**src/vgts_pkg.sv**
```systemverilog
// ----------------------------------------------------------------------------
// Voxel grid sampler package
// Shared widths, operation codes, register indexes and the RAM write port struct.
// ----------------------------------------------------------------------------
package vgts_pkg;

    localparam int ADDR_W  = 15;
    localparam int VAL_W   = 16;
    localparam int FRAC_W  = 16;
    localparam int FIX_W   = 32;
    localparam int PADDR_W = 5;
    localparam int REG_W   = 3;

    localparam logic OP_WRITE  = 1'b0;
    localparam logic OP_SAMPLE = 1'b1;

    typedef enum logic [REG_W-1:0] {
        REG_BOX_MIN_X,
        REG_BOX_MIN_Y,
        REG_BOX_MIN_Z,
        REG_VPU_X,
        REG_VPU_Y,
        REG_VPU_Z
    } reg_idx_t;

    typedef struct packed {
        logic              we;
        logic [ADDR_W-1:0] waddr;
        logic [VAL_W-1:0]  wdata;
    } ram_wr_t;

endpackage

```
**src/vgts_axis_map.sv**
```systemverilog
// ----------------------------------------------------------------------------
// Axis mapper
// Three stages: offset from the box corner, scaling to voxel space, and the
// inside test with half-voxel shift, fraction split and edge clamping.
// ----------------------------------------------------------------------------
module vgts_axis_map
    import vgts_pkg::*;
#(
    parameter int GRID = 32
)
(
    input  logic                      clk,
    input  logic                      en,
    input  logic signed [FIX_W-1:0]   point,
    input  logic signed [FIX_W-1:0]   bmin,
    input  logic [FIX_W-1:0]          vpu,
    output logic [$clog2(GRID)-1:0]   c0,
    output logic [$clog2(GRID)-1:0]   c1,
    output logic [FRAC_W-1:0]         frac,
    output logic                      in_box
);

    localparam int CW = $clog2(GRID);
    localparam logic [47:0] VMAX = 48'(GRID) << 16;
    localparam logic [8:0]  GMAX = 9'(GRID - 1);

    logic signed [FIX_W:0] d_reg;
    logic [47:0]           v_reg;
    logic                  ok_reg;
    logic [CW-1:0]         c0_reg;
    logic [CW-1:0]         c1_reg;
    logic [FRAC_W-1:0]     frac_reg;
    logic                  inside_reg;

    logic [63:0] prod;
    logic [47:0] u;
    logic [8:0]  uhi;
    logic [8:0]  cell_lo;
    logic [8:0]  c0_next;
    logic [8:0]  c1_next;

    always_comb
    begin
        prod    = 64'(d_reg[FIX_W-1:0]) * 64'(vpu);
        u       = v_reg + 48'h8000;
        uhi     = u[24:16];
        cell_lo = uhi - 9'd1;
        if (uhi == 9'd0)
        begin
            c0_next = 9'd0;
        end
        else if (cell_lo > GMAX)
        begin
            c0_next = GMAX;
        end
        else
        begin
            c0_next = cell_lo;
        end
        c1_next = (uhi > GMAX) ? GMAX : uhi;
    end

    always_ff @(posedge clk)
    begin
        if (en)
        begin
            d_reg      <= (FIX_W+1)'(point) - (FIX_W+1)'(bmin);
            v_reg      <= prod[63:16];
            ok_reg     <= (vpu == '0) || !d_reg[FIX_W];
            c0_reg     <= c0_next[CW-1:0];
            c1_reg     <= c1_next[CW-1:0];
            frac_reg   <= u[FRAC_W-1:0];
            inside_reg <= ok_reg && (v_reg <= VMAX);
        end
    end

    assign c0     = c0_reg;
    assign c1     = c1_reg;
    assign frac   = frac_reg;
    assign in_box = inside_reg;

endmodule

```
**config.mk**
```make
export PLATFORM = sky130hd
export DESIGN_NAME = vgts_axis_map
export DESIGN_NICKNAME = d
export VERILOG_FILES = /design/src/vgts_pkg.sv /design/src/vgts_axis_map.sv
export SDC_FILE = /design/constraint.sdc
export NUM_CORES = 2
export LEC_CHECK = 0
export BUFFER_PORTS_ARGS = -buffer_cell sky130_fd_sc_hd__buf_2
export CORE_MARGIN = 4
export CORE_UTILIZATION = 35
export CTS_CLUSTER_DIAMETER = 200
export CTS_CLUSTER_SIZE = 12
export DETAILED_ROUTE_END_ITERATION = 10
export PLACE_DENSITY = 0.62
export SLEW_MARGIN = 20
export SYNTH_ARGS = -nofsm -noshare
export SYNTH_HDL_FRONTEND = slang
export SYNTH_SLANG_ARGS = --single-unit
```
**constraint.sdc**
```tcl
create_clock -name clk -period 7.55 [get_ports clk]
set_clock_uncertainty 0.1 [all_clocks]
set_input_delay 0.755 -clock clk [delete_from_list [all_inputs] [get_ports clk]]
set_output_delay 0.755 -clock clk [all_outputs]
set_load 0.01 [all_outputs]
```
==> impl_metrics.py <==
metrics = {
    "timing": {
        "rsz0062_at_grt": "true",
        "setup_viol": 8,
        "finalCritPeriodShare_pct": 102,
        "timing.final.crit_period_ns": 7.67,
        "fmax_mhz": 130,
        "tightest_slew_ns": 1.02,
        "holdWs_ns": 0.358,
        "worst_slack_ns": -0.123,
        "maxSlewHeadroom_pct": 30.5,
        "hold_violations": 0,
        "slew_viol_final": 0,
    },
    "run_status": {
        "status": "complete, but fails checks",
        "violations": "negative setup slack",
    },
    "die": {
        "row_count": 121,
        "dieArea_um2": 115000,
        "initial_core_util_pct": 35.2,
        "core_area_um2": 109000,
        "ios": 125,
        "die_w_um": 339,
        "dieHeight_um": 339,
    },
    "global_routing": {
        "grt_remaining_overflow": 0,
        "grt_use_total_pct": 17.9,
        "grt_pass1_wl_um": 162000,
        "antenna_found_initial": 2,
        "grt_max_degree": 58,
        "grt_pass1_vias": 29836,
    },
    "final_layout": {
        "drive_gt1_share_pct": 15.3,
        "largest_reg_flops": 48,
        "seqCellArea_um2": 3270,
        "nets": 5690,
        "fillers": 10657,
        "multiInputGateArea_um2": 31400,
        "syn_to_final_growth_pct": 16.5,
    },
    "clock_network": {
        "clkLatencyLatePin_ns": 0.42,
        "cts_tree": "done",
        "clk_pin_slew_ns": 0.10,
        "cts-root-buf": "clkbuf_16",
        "numCtsBuffers": 9,
        "htreeDepth": 3,
        "cts_max_path_buffers": 2,
        "cts.sinks": 109,
    },
    "yosys": {
        "ys_seq_area_share_pct": 8.54,
        "synth_adder_area_share_pct": 56.5,
        "ys_ff_latch": 109,
        "synth_compound_area_share_pct": 4.61,
        "ys_types": 60,
        "synth_top_family_by_area": "adder cells",
        "synth_warnings": 0,
        "synth_cells": 4072,
        "muxShareOfSynthArea_pct": 0,
        "synth_edf_count": 109,
        "synth_fp_nets": 5362,
        "synth_flop_cell": "edfxtp_1",
        "syn-cell-area_um2": 38300,
        "synth-async-reset-ratio_pct": 0,
        "avgSynthCellArea_um2": 9.41,
        "synth-xor-area-share_pct": 1.92,
        "synthSimpleGateAreaFrac_pct": 17.2,
    },
    "detailed_routing": {
        "drc": 0,
        "wl_per_cell_um": 17.4,
        "first_pass_iters": 6,
        "wl_um": 101000,
        "drt_iter0_drc": 1277,
        "ant_nets": 0,
        "routed-via-count": 27974,
        "vias_per_cell": 4.81,
    },
    "critical_path": {
        "critPathMaxFanout": 17,
        "critical_path_class": "in2reg",
        "critical-path-top-delay-family": "adder cells",
        "slowest_stage": "fa_1",
        "crit_arrival_ns": 7.76,
        "cp_num_buf_inv": 6,
        "max_stage_delay_ns": 0.53,
        "cp-end-kind": "flop",
        "worstPathRequired_ns": 7.64,
        "startpoint_type": "input pin",
    },
    "placement": {
        "numPortBuffers": 124,
        "post-dp-hpwl_um": 86300,
        "place.gp.congestion": 0.873,
    },
    "min_path": {
        "hp-class": "reg2reg",
    },
    "flow_run": {
        "maxCapViolCount": 0,
    },
}
-- synthesized netlist by cell type, types with 17 or more instances --
master,number,share of area (%)
nor2b_1,17,0.28
o21ai_0,46,0.60
ha_1,296,9.7
nand2_1,476,4.7
fa_1,896,47
inv_1,949,9.3
nand4_1,22,0.36
a21o_1,56,1.1
xnor2_1,52,1.2
nor2_1,50,0.49
and2_1,608,9.9
clkbuf_1,206,2.0
nand3_1,26,0.34
xor2_1,32,0.73
a21oi_1,85,1.1
edfxtp_1,109,8.5
-- final cells by class --
| type | instances | area share, % |
|---|---|---|
| Inverter | 949 | 7.98 |
| Sequential cell | 109 | 7.33 |
| Clock inverter | 7 | 0.199 |
| Clock buffer | 9 | 0.505 |
| Timing Repair Buffer | 524 | 9.67 |
| Multi-Input combinational cell | 2807 | 70.3 |
| Tap cell | 1414 | 3.96 |
| Antenna cell | 2 | 0.0112 |
-- path summary, 6_finish.rpt --
| check | startpoint | endpoint | slack, ns | cells past startpoint |
|---|---|---|---|---|
| setup reg to reg | d_reg[13]$_DFFE_PP_ | v_reg[40]$_DFFE_PP_ | -0.12 | 28 |
| setup / recovery | vpu[13] | v_reg[44]$_DFFE_PP_ | -0.12 | 27 |
| hold reg to reg | v_reg[0]$_DFFE_PP_ | frac[0]$_DFFE_PP_ | 0.36 | 0 |
| hold / removal | v_reg[0]$_DFFE_PP_ | frac[0]$_DFFE_PP_ | 0.36 | 0 |
-- through the flow --
stage	setup WS, ns	TNS [ns]	util [%]	cells	cell area [um2]
2_1_floorplan	-0.0552	-0.0552	-	4072	38500
3_3_place_gp	-0.844	-15.04	39.7	5765	43200
3_5_place_dp	-0.927	-16.62	39.7	5765	43200
4_1_cts	-0.111	-0.387	40.4	5796	44000
5_1_grt	-0.355	-4.20	41.0	5819	44600
6_report	-0.123	-0.696	41.0	5821	44600
-- worst register-to-register path, delay by kind of cell, from the launching register on --
| kind | cells | cell delay, ns |
|---|---|---|
| compound gates | 8 | 1.42 |
| xor+xnor | 1 | 0.15 |
| fa+ha+maj | 9 | 4.30 |
| buf+inv | 8 | 0.76 |
| flops | 1 | 0.43 |
| simple gates | 2 | 0.31 |
-- metal layers --
| metal | global-route usage (%) | vias up | wire length (um) |
|---|---|---|---|
| met2 | 31.7 | 646 | 52500 |
| met3 | 2.09 | 138 | 4510 |
| li1 | - | 12657 | - |
| met5 | 0 | - | 0 |
| met4 | 5.40 | 0 | 3190 |
| met1 | 22.9 | 14533 | 41300 |
-- kinds of logic (layout without fill, tap and decap cells) --
logic type,after synthesis,in the layout
simple gates,1265,1265
fa+ha+maj,1192,1192
buf+inv,1156,1489
compound gates,266,266
flops,109,109
xor+xnor,84,84
other cells,0,2
-- repair_timing --
item,4_1_cts,5_1_grt
pin swaps,55,64
endpoints found under the hold margin,0,0
cloned,1,1
setup endpoints to repair,22,26
hold buffers,0,0
gates resized for setup,83,87
buffers inserted,16,24
-- layout by cell type (no fill, tap or decap), types with 47 or more instances in the layout --
| cell type | count |
|---|---|
| inv_1 | 940 |
| fa_1 | 872 |
| and2_1 | 599 |
| nand2_1 | 471 |
| buf_4 | 349 |
| ha_1 | 278 |
| edfxtp_1 | 109 |
| buf_2 | 107 |
| a21oi_1 | 68 |
| a21o_1 | 56 |
| xnor2_1 | 52 |
| nor2_1 | 47 |
Power is not shown: default switching activity piles up to over one toggle a cycle in this logic, so the estimate is an artifact.
